[src/mmp_pkg.sv]
// Shared types and constants of the message mailbox pool.
`default_nettype none

package mmp_pkg;

  // Pool geometry
  localparam int SLOTS     = 32;
  localparam int MSG_BYTES = 64;
  localparam int TASKS     = 8;

  // Derived widths
  localparam int SlotW    = $clog2(SLOTS);
  localparam int ByteIdxW = $clog2(MSG_BYTES);
  localparam int LenW     = $clog2(MSG_BYTES);
  localparam int CountW   = $clog2(MSG_BYTES + 2);
  localparam int MemDepth = SLOTS << ByteIdxW;
  localparam int MemAddrW = SlotW + ByteIdxW;

  // Fixed field widths
  localparam int TaskW  = 3;
  localparam int ByteW  = 8;
  localparam int SizeW  = 7;
  localparam int OutLenW = 6;

  // Stream widths
  localparam int InTdataW  = 24;
  localparam int OutTdataW = 24;

  // Command queue between front and back
  localparam int QDepth = 4;
  localparam int QPtrW  = $clog2(QDepth);

  typedef enum logic {
    OP_SEND = 1'b0,
    OP_RECV = 1'b1
  } op_e;

  typedef enum logic [1:0] {
    ST_OK   = 2'd0,
    ST_NONE = 2'd1,
    ST_BAD  = 2'd2
  } status_e;

  typedef enum logic {
    BK_IDLE,
    BK_RECV
  } back_state_e;

  // Classified command, front to back
  typedef struct packed {
    op_e              op;
    logic [TaskW-1:0] task_id;
    logic [TaskW-1:0] peer;
    logic [ByteW-1:0] data_byte;
    logic             last;
    logic             size_zero;
    logic [LenW-1:0]  lim;       // saturated buffer size minus one
  } cmd_t;

  // One result item
  typedef struct packed {
    op_e                kind;
    status_e            status;
    logic [TaskW-1:0]   sender;
    logic [ByteW-1:0]   out_byte;
    logic [OutLenW-1:0] length;
    logic               final_res;
  } res_t;

endpackage

`default_nettype wire

[src/mmp_front.sv]
// Front end: unpacks input items and classifies them into commands.
`default_nettype none

module mmp_front (
  input  wire logic                          s_valid_i,
  output logic                               s_ready_o,
  input  wire logic [mmp_pkg::InTdataW-1:0]  s_data_i,
  input  wire logic                          s_user_i,
  input  wire logic                          s_last_i,
  input  wire logic                          q_full_i,
  output logic                               q_push_o,
  output mmp_pkg::cmd_t                      q_cmd_o
);

  logic [mmp_pkg::SizeW-1:0] buf_size;
  logic [mmp_pkg::SizeW-1:0] size_sat;
  logic [mmp_pkg::SizeW-1:0] size_m1;

  assign s_ready_o = !q_full_i;
  assign q_push_o  = s_valid_i && !q_full_i;

  always_comb begin
    buf_size = s_data_i[20:14];
    // clamp to the slot size
    if (32'(buf_size) > mmp_pkg::MSG_BYTES) begin
      size_sat = mmp_pkg::SizeW'(mmp_pkg::MSG_BYTES);
    end else begin
      size_sat = buf_size;
    end
    size_m1 = size_sat - mmp_pkg::SizeW'(1);

    q_cmd_o.op        = s_user_i ? mmp_pkg::OP_RECV : mmp_pkg::OP_SEND;
    q_cmd_o.task_id   = s_data_i[2:0];
    q_cmd_o.peer      = s_data_i[5:3];
    q_cmd_o.data_byte = s_data_i[13:6];
    q_cmd_o.last      = s_last_i;
    q_cmd_o.size_zero = (size_sat == '0);
    q_cmd_o.lim       = size_m1[mmp_pkg::LenW-1:0];
  end

endmodule

`default_nettype wire

[config.mk]
export PLATFORM = sky130hd
export DESIGN_NAME = mmp_front
export DESIGN_NICKNAME = d
export VERILOG_FILES = /design/src/mmp_pkg.sv /design/src/mmp_front.sv
export SDC_FILE = /design/constraint.sdc
export NUM_CORES = 1
export LEC_CHECK = 0
export ABC_AREA = 1
export BUFFER_PORTS_ARGS = -buffer_cell sky130_fd_sc_hd__buf_2
export CAP_MARGIN = 30
export CORE_AREA = 2 2 39 41
export DETAILED_ROUTE_END_ITERATION = 7
export DIE_AREA = 0 0 41 43
export PLACE_DENSITY = 0.75
export SYNTH_ARGS = -nofsm -noshare
export SYNTH_HDL_FRONTEND = slang
export SYNTH_SLANG_ARGS = --single-unit
[constraint.sdc]
create_clock -name vclk -period 0.8
set_clock_uncertainty 0.15 [all_clocks]
set_input_delay 0.04 -clock vclk [all_inputs]
set_output_delay 0.04 -clock vclk [all_outputs]
set_load 0.02 [all_outputs]
==> metrics.md <==
| Metric | Value |
|---|---|
| Status | `finished, violations left` |
| Failing checks | `setup timing` |
| Core area | `about 1400 sq um` |
| Routability cong. | `0.762` |
| Row count | `14` |
| Fin area | `around 760 sq um` |
| Layout cells sized above 1 | `57.7%` |
| DIE WIDTH | `41 um` |
| Nets | `110` |
| CP arrival | `0.82 ns` |
| Power per Cell Area | `633 nW/um^2` |
| Post-Synthesis Cells | `53` |
| Inserted Diodes | `0` |
| Largest net degree at the start of global routing | `8` |
| Setup ws final | `-0.210 ns` |
| VDD IR max | `0.286 mV` |
| Post-Syn Area | `roughly 310 sq um` |
| Final hold violations | `0` |
| Commonest non-fill, non-tap cell in the layout | `dlymetal6s4s_1` |
| Final Util | `approximately 55%` |
| GRT Util Overall | `9.59%` |
| Grt total ovfl | `0` |
| Tcrit/Tclk final | `126%` |
| Worst-path maximum fanout | `7` |
| CLK BUF | `0` |
| Postcts setup bufs | `0` |
| Initial antenna violation count | `0` |
| ANT nets after route | `0` |
| WS Path Type | `in -> out` |
| Number of global-route vias before repair | `306` |
| Global-route wire length before repair | `1.25 mm` |
| RSZ-0062 raised after global routing | `true` |
| Hold_sp | `q_full_i` |
| Slew Limit Fails | `0` |
| DRT iter0 DRCs | `3` |
| Final WL | `877 um` |
| Crit end category | `output port` |
| Sequential cell count | `0` |
| Max-slew headroom | `84.5%` |
| Reg area | `0 sq um` |
| Detailed Place HPWL | `589 um` |
| Worst Setup Start Kind | `input pin` |
| Total of max-cap violations | `0` |
| Die height | `roughly 43 um` |
| Multi-input combinational cell area | `290 sq um` |
| Top post-synthesis cells by area | `buf_4 (38%), nand2_1 (16%), ha_1 (8.0%)` |
| Setup TNS | `-0.959 ns` |
| I/O pins | `53` |
| 1st-pass router iterations | `4` |
| WL/cell | `9.33 um` |
| Area after DPL | `approximately 420 sq um` |
| Commonest non-fill, non-tap cells in the layout | `dlymetal6s4s_1 (16), buf_2 (8), buf_4 (8)` |
| Yosys top cell area share | `roughly two fifths` |
| Via density | `about 4.4` |
| Hold WC Path Type | `in -> out` |
| Syn nets | `83` |
| Count of input and output buffers | `18` |
| Critical path required time | `0.61 ns` |
| Die footprint | `1760 sq um` |
| Layout fillers | `119` |
| Final setup violating endpoints | `6` |
| Area grow syn2layout | `141%` |
| Synthesized area per cell | `5.93 sq um` |
| Final min period | `1.01 ns` |
| DRC errors left | `0` |
| Initial Util | `a little under a quarter` |
| Crit path from | `s_data_i[14]` |
| Yosys top cell by area | `buf_4` |
| Sequential area share after synthesis | `0%` |
| Yosys warning total | `0` |
| Post-synth cell types | `16` |
| Maximum clock rate | `990 MHz` |
| Slew @ Worst Pin | `0.231 ns` |
| Leakage | `0.465 nW` |
| DR vias | `410` |
[path summary, 6_finish.rpt]
| check | to | slack [ns] | cells past startpoint |
|---|---|---|---|
| worst max-delay path | q_cmd_o[5] | -0.21 | 8 |
| worst min-delay path | s_ready_o | 0.19 | 3 |
[layout make-up]
| class | instances | share of cell area, % |
|---|---|---|
| Timing Repair Buffer | 41 | 55.1 |
| Multi-Input combinational cell | 31 | 38.3 |
| Inverter | 6 | 3.96 |
| Tap cell | 16 | 2.64 |
[routing by layer]
| metal | wire [um] | vias up | part of all wire [%] | GRT usage, % |
|---|---|---|---|---|
| li1 | - | 201 | - | - |
| met1 | 277 | 175 | 32 | 9.81 |
| met2 | 470 | 34 | 54 | 20.3 |
| met3 | 129 | 0 | 15 | 0 |
| met4 | 0 | 0 | 0 | 0 |
| met5 | 0 | - | 0 | 0 |
[synthesized netlist by cell type, drive strengths merged]
| library cell | count |
|---|---|
| nand3 | 4 |
| buf | 16 |
| nand2 | 14 |
| nor4 | 1 |
| o21ai | 2 |
| inv | 6 |
| o211ai | 1 |
| ha | 2 |
| nand3b | 2 |
| nor2 | 4 |
| a21oi | 1 |
[stage by stage]
step	instances	hold slack [ns]	total power [W]	worst slack, ns
final	94	0.187	0.000480	-0.210
after global routing	94	0.207	0.000519	-0.272
after CTS	94	0.189	0.000443	-0.197
after detailed placement	78	-0.0699	0.000250	-0.289
after global placement	78	-0.0699	0.000246	-0.260
after floorplan	53	-0.0330	0.000253	-0.0176
[cells by family after synthesis]
family	Yosys count	synth area share (%)
adder cells (fa/ha/maj)	2	7.97
AO/OA/AOI/OAI	4	7.17
AND/OR/NAND/NOR	25	39.4
buffers and inverters	22	45.4
[where the power goes]
part	total [W]	leakage (nW)	switching (W)	internal [W]
combinational	0.000480	0.465	0.000243	0.000237
clock	0	0	0	0
sequential	0	0	0	0
[critical path: stages]
cell     delay [ns]
buf_12         0.11
nor2_4         0.15
nand3_2        0.11
nand2_4        0.11
o21ai_2        0.06
nand2_1        0.06
nand2_2        0.05
buf_6          0.13
[timing repair]
action | 4_1_cts | 5_1_grt
pin swaps | 11 | 8
gates cloned | 0 | 0
hold buffers | 16 | 0
endpoints found under the setup margin | 6 | 22
hold endpoints to repair | 16 | 0
gates resized for setup | 32 | 24
Note: power is estimated with default switching activity, not from simulation.
