## src/mmp_pkg.sv

```systemverilog
// Shared types and constants of the message mailbox pool.
`default_nettype none

package mmp_pkg;

  // Pool geometry
  localparam int SLOTS     = 32;
  localparam int MSG_BYTES = 64;
  localparam int TASKS     = 8;

  // Derived widths
  localparam int SlotW    = $clog2(SLOTS);
  localparam int ByteIdxW = $clog2(MSG_BYTES);
  localparam int LenW     = $clog2(MSG_BYTES);
  localparam int CountW   = $clog2(MSG_BYTES + 2);
  localparam int MemDepth = SLOTS << ByteIdxW;
  localparam int MemAddrW = SlotW + ByteIdxW;

  // Fixed field widths
  localparam int TaskW  = 3;
  localparam int ByteW  = 8;
  localparam int SizeW  = 7;
  localparam int OutLenW = 6;

  // Stream widths
  localparam int InTdataW  = 24;
  localparam int OutTdataW = 24;

  // Command queue between front and back
  localparam int QDepth = 4;
  localparam int QPtrW  = $clog2(QDepth);

  typedef enum logic {
    OP_SEND = 1'b0,
    OP_RECV = 1'b1
  } op_e;

  typedef enum logic [1:0] {
    ST_OK   = 2'd0,
    ST_NONE = 2'd1,
    ST_BAD  = 2'd2
  } status_e;

  typedef enum logic {
    BK_IDLE,
    BK_RECV
  } back_state_e;

  // Classified command, front to back
  typedef struct packed {
    op_e              op;
    logic [TaskW-1:0] task_id;
    logic [TaskW-1:0] peer;
    logic [ByteW-1:0] data_byte;
    logic             last;
    logic             size_zero;
    logic [LenW-1:0]  lim;       // saturated buffer size minus one
  } cmd_t;

  // One result item
  typedef struct packed {
    op_e                kind;
    status_e            status;
    logic [TaskW-1:0]   sender;
    logic [ByteW-1:0]   out_byte;
    logic [OutLenW-1:0] length;
    logic               final_res;
  } res_t;

endpackage

`default_nettype wire

```

## src/mmp_queue.sv

```systemverilog
// Short command queue between front and back.
`default_nettype none

module mmp_queue (
  input  wire logic          clk_i,
  input  wire logic          rst_ni,
  input  wire logic          push_i,
  input  wire mmp_pkg::cmd_t push_cmd_i,
  output logic               full_o,
  input  wire logic          pop_i,
  output logic               valid_o,
  output mmp_pkg::cmd_t      pop_cmd_o
);

  mmp_pkg::cmd_t               entry_q [mmp_pkg::QDepth];
  logic [mmp_pkg::QPtrW-1:0]   wr_ptr_q, wr_ptr_d;
  logic [mmp_pkg::QPtrW-1:0]   rd_ptr_q, rd_ptr_d;
  logic [mmp_pkg::QPtrW:0]     cnt_q, cnt_d;
  logic                        do_push, do_pop;

  assign full_o    = (cnt_q == (mmp_pkg::QPtrW+1)'(mmp_pkg::QDepth));
  assign valid_o   = (cnt_q != '0);
  assign pop_cmd_o = entry_q[rd_ptr_q];
  assign do_push   = push_i && !full_o;
  assign do_pop    = pop_i && valid_o;

  always_comb begin
    wr_ptr_d = wr_ptr_q;
    rd_ptr_d = rd_ptr_q;
    cnt_d    = cnt_q;
    if (do_push) begin
      wr_ptr_d = wr_ptr_q + 1'b1;
    end
    if (do_pop) begin
      rd_ptr_d = rd_ptr_q + 1'b1;
    end
    if (do_push && !do_pop) begin
      cnt_d = cnt_q + 1'b1;
    end else if (do_pop && !do_push) begin
      cnt_d = cnt_q - 1'b1;
    end
  end

  always_ff @(posedge clk_i or negedge rst_ni) begin
    if (!rst_ni) begin
      wr_ptr_q <= '0;
      rd_ptr_q <= '0;
      cnt_q    <= '0;
    end else begin
      wr_ptr_q <= wr_ptr_d;
      rd_ptr_q <= rd_ptr_d;
      cnt_q    <= cnt_d;
    end
  end

  always_ff @(posedge clk_i) begin
    if (do_push) begin
      entry_q[wr_ptr_q] <= push_cmd_i;
    end
  end

endmodule

`default_nettype wire

```

## config.mk

```make
export PLATFORM = sky130hd
export DESIGN_NAME = mmp_queue
export DESIGN_NICKNAME = d
export VERILOG_FILES = /design/src/mmp_pkg.sv /design/src/mmp_queue.sv
export SDC_FILE = /design/constraint.sdc
export NUM_CORES = 1
export LEC_CHECK = 0
export BUFFER_PORTS_ARGS = -buffer_cell sky130_fd_sc_hd__buf_2
export CORE_AREA = 2 2 86 88
export CTS_CLUSTER_DIAMETER = 100
export DETAILED_ROUTE_END_ITERATION = 7
export DIE_AREA = 0 0 88 90
export GPL_ROUTABILITY_DRIVEN = 0
export MAX_ROUTING_LAYER = met4
export PLACE_DENSITY_LB_ADDON = 0.08
export SLEW_MARGIN = 20
export SYNTH_ARGS = -nofsm -noshare
export SYNTH_HDL_FRONTEND = slang
export SYNTH_SLANG_ARGS = --single-unit
export TNS_END_PERCENT = 100
```

## constraint.sdc

```tcl
create_clock -name clk_i -period 2.2 [get_ports clk_i]
set_input_delay 0 -clock clk_i [delete_from_list [all_inputs] [get_ports clk_i]]
set_output_delay 0 -clock clk_i [all_outputs]
set_load 0.01 [all_outputs]
```

==> reports/qor.json <==
{
  "timing.critical_path.from": "cnt_q[0]",
  "layout_commonest_cell": "edfxtp_1",
  "crit_path_end": "cnt_q[2]",
  "r2r-end": "cnt_q[2]",
  "root_buffer": "clkbuf_8",
  "setup_viol_count_final": 0,
  "drt_wl_total_mm": 6.117,
  "globalRouteMet1Util": 0.2079,
  "post_synth.cell_area_avg_um2": 24.29,
  "asr_flop_ratio_synth": 0.07071,
  "slew_headroom": 0.7586,
  "grt_antenna_before_repair": 0,
  "dr_total_vias": 1756,
  "die_outline_area_um2": 7920,
  "layout.core_utilization": 0.6655,
  "worst_r2r_startpoint": "cnt_q[0]",
  "critical_path.cell_chain": "or3_4 -> nand2_1 -> ha_1 -> inv_1 -> fa_1 -> xor2_1 -> nor2_1 -> xor2_1",
  "postSynth.topFlopCell": "edfxtp_1",
  "clkSlewWorstSetupHoldPaths_ns": 0.09,
  "timing_worst_setup_path_type": "reg2reg",
  "critical_path.startpoint_type": "flop",
  "nNetsFinal": 278,
  "clk-insertion-delay-late_ns": 0.34,
  "cts_tree": "yes",
  "finalHoldViolations": 0,
  "worst-endpoint-arrival_ns": 2.30,
  "grt_start_max_net_pins": 20,
  "grt_pass1_vias": 1981,
  "port_buffers": 51,
  "dp.final_hpwl_mm": 3.948,
  "cts-buffers-inserted": 9,
  "library_cells_used_by_synthesis": 20,
  "ant_nets_after_route": 0,
  "yosysSeqAreaShare": 0.7754,
  "grt_setup_unrepaired": "no",
  "gr-total-overflow": 0,
  "min-delay-path-class": "in2async",
  "globalRouteTotalUtil": 0.1739,
  "tightestPinTransition_ns": 0.3621,
  "drt_iter0_drc": 158,
  "synthCells": 156,
  "power_w": 0.005664,
  "max_freq_mhz": 491.8,
  "finalMaxSlewViolations": 0,
  "std_cell_rows": 31,
  "insertedDiodeCount": 0,
  "io_pins": 52,
  "power_density_nw_per_um2": 1212,
  "required_time_of_the_worst_setup_path_ns": 2.47,
  "timing.final.crit_share": 0.9242,
  "reg2reg_slack_ns": 0.17,
  "critPathCaptureType": "flop",
  "grt_first_pass_wirelength_mm": 9.715,
  "power.ir.vdd_worst_uv": 744.6,
  "preCtsSetupSlack_ns": 0.1165,
  "layout-area-overhead-vs-synth_pct": 23.32,
  "max_cap_viol_count": 0,
  "drc_errors": 0,
  "floorplan.initialDensity": 0.5397,
  "coreArea_um2": 7020,
  "synth-seq-cells": 99,
  "post-route-min-period_ns": 2.033,
  "max_stage_delay_on_crit_path_ns": 0.40,
  "met3_usage": 0.03030,
  "finalWorstSetupSlack_ns": 0.1668,
  "die_height_um": 90,
  "post_route_cells_drive_above_1_share": 0.4177,
  "power.static_leakage_nw": 1.677,
  "vias_per_cell": 5.046,
  "result_of_the_run": "finished, final reports clean",
  "synthesis.nets": 189,
  "rr_worst_depth": 8,
  "critical_path.slowest_cell": "dfrtp_1",
  "globalRoute.busiestLayer": "met2",
  "tns_ns": 0,
  "chipWidth_um": 88,
  "synth_enable_flop_cells": 92,
  "most-common-layout-cells": "92 x edfxtp_1, 51 x buf_2, 25 x dlygate4sd3_1",
  "critPathMostFrequentCell": "xor2_1",
  "met2_usage": 0.2936,
  "worst_clock_skew_ns": 0.009035,
  "drt_first_pass_iters": 4,
  "cts.sink_count": 99,
  "syn-cell-area_um2": 3789,
  "cts.path.max_buffers": 2,
  "htree_num_levels": 3,
  "wl_per_cell_um": 17.58,
  "maximum_fanout_count_along_the_critical_path": 3,
  "synth.yosys.warnings": 0
}
critical path, delay by kind of cell (launching register included):
| kind | cells | cell delay (ns) |
|---|---|---|
| simple gates | 3 | 0.64 |
| xor+xnor | 2 | 0.32 |
| flops | 1 | 0.40 |
| fa+ha+maj | 2 | 0.56 |
| buf+inv | 1 | 0.06 |
state kept, by name, indices dropped and copies added, names as in the netlist:
signal    cells
wr_ptr_q      2
entry_q      92
rd_ptr_q      2
cnt_q         3
synth_stat cells, drive strengths merged, types with 2 or more instances:
library cell	number	area, um^2
edfxtp	92	2763
mux2	2	26.27
xnor2	4	35.03
and2	4	30.03
dfrtp	7	175.2
inv	3	11.26
ha	5	62.56
xor2	2	17.52
buf	7	60.05
mux4	23	536.8
metal layers:
layer,part of all wire,vias to the layer above
met1,0.43,895
li1,-,821
met3,0.032,4
met5,0,-
met4,0.0078,0
met2,0.53,36
what timing repair did:
| action | 4_1_cts | 5_1_grt |
|---|---|---|
| hold buffers | 25 | 0 |
| endpoints found under the hold margin | 101 | 0 |
| gates resized for setup | 0 | 2 |
| setup buffers | 0 | 1 |
| setup endpoints to repair | 0 | 1 |
stage by stage:
step	hold WS [ns]	cell area (um^2)	cells
after global placement	-0.1673	4219	307
after global routing	0.003870	4672	348
after CTS	0.0008983	4658	347
after floorplan	-0.2956	3789	156
final	0.01259	4672	348
after detailed placement	-0.1580	4219	307
logic make-up (layout without fill, tap and decap cells):
group,after synthesis,count (layout),synth area share
flip-flops,99,99,0.7754
multiplexers,25,25,0.1486
AND/OR/NAND/NOR,10,10,0.02146
buffers and inverters,10,103,0.01882
adder cells (fa/ha/maj),6,6,0.02180
XOR/XNOR,6,6,0.01387
cell type report:
class	instances	area [um^2]
inverters	3	11.26
clock inverters	6	65.06
multi-input cells	47	784.5
fillers	477	2349
clock buffers	9	123.9
flip-flops and latches	99	2940
repair buffers	85	623.1
well taps	99	123.9
worst min-delay path by stage:
| stage | startpoint | cells after the start | end |
|---|---|---|---|
| final | rst_ni | 2 | cnt_q[0] |
| after CTS | rst_ni | 2 | cnt_q[1] |
| after global placement | rst_ni | 1 | cnt_q[0] |
| after global routing | rst_ni | 2 | cnt_q[0] |
| after floorplan | rst_ni | 0 | cnt_q[0] |
| after detailed placement | rst_ni | 1 | cnt_q[2] |
where the power goes:
part	internal, W	switching, W	leakage [nW]
clock network	0.000522	0.000584	0.0955
registers	0.00251	0.000163	0.922
logic	0.000983	0.000908	0.659
No activity file was read; power rests on OpenSTA's default activity.
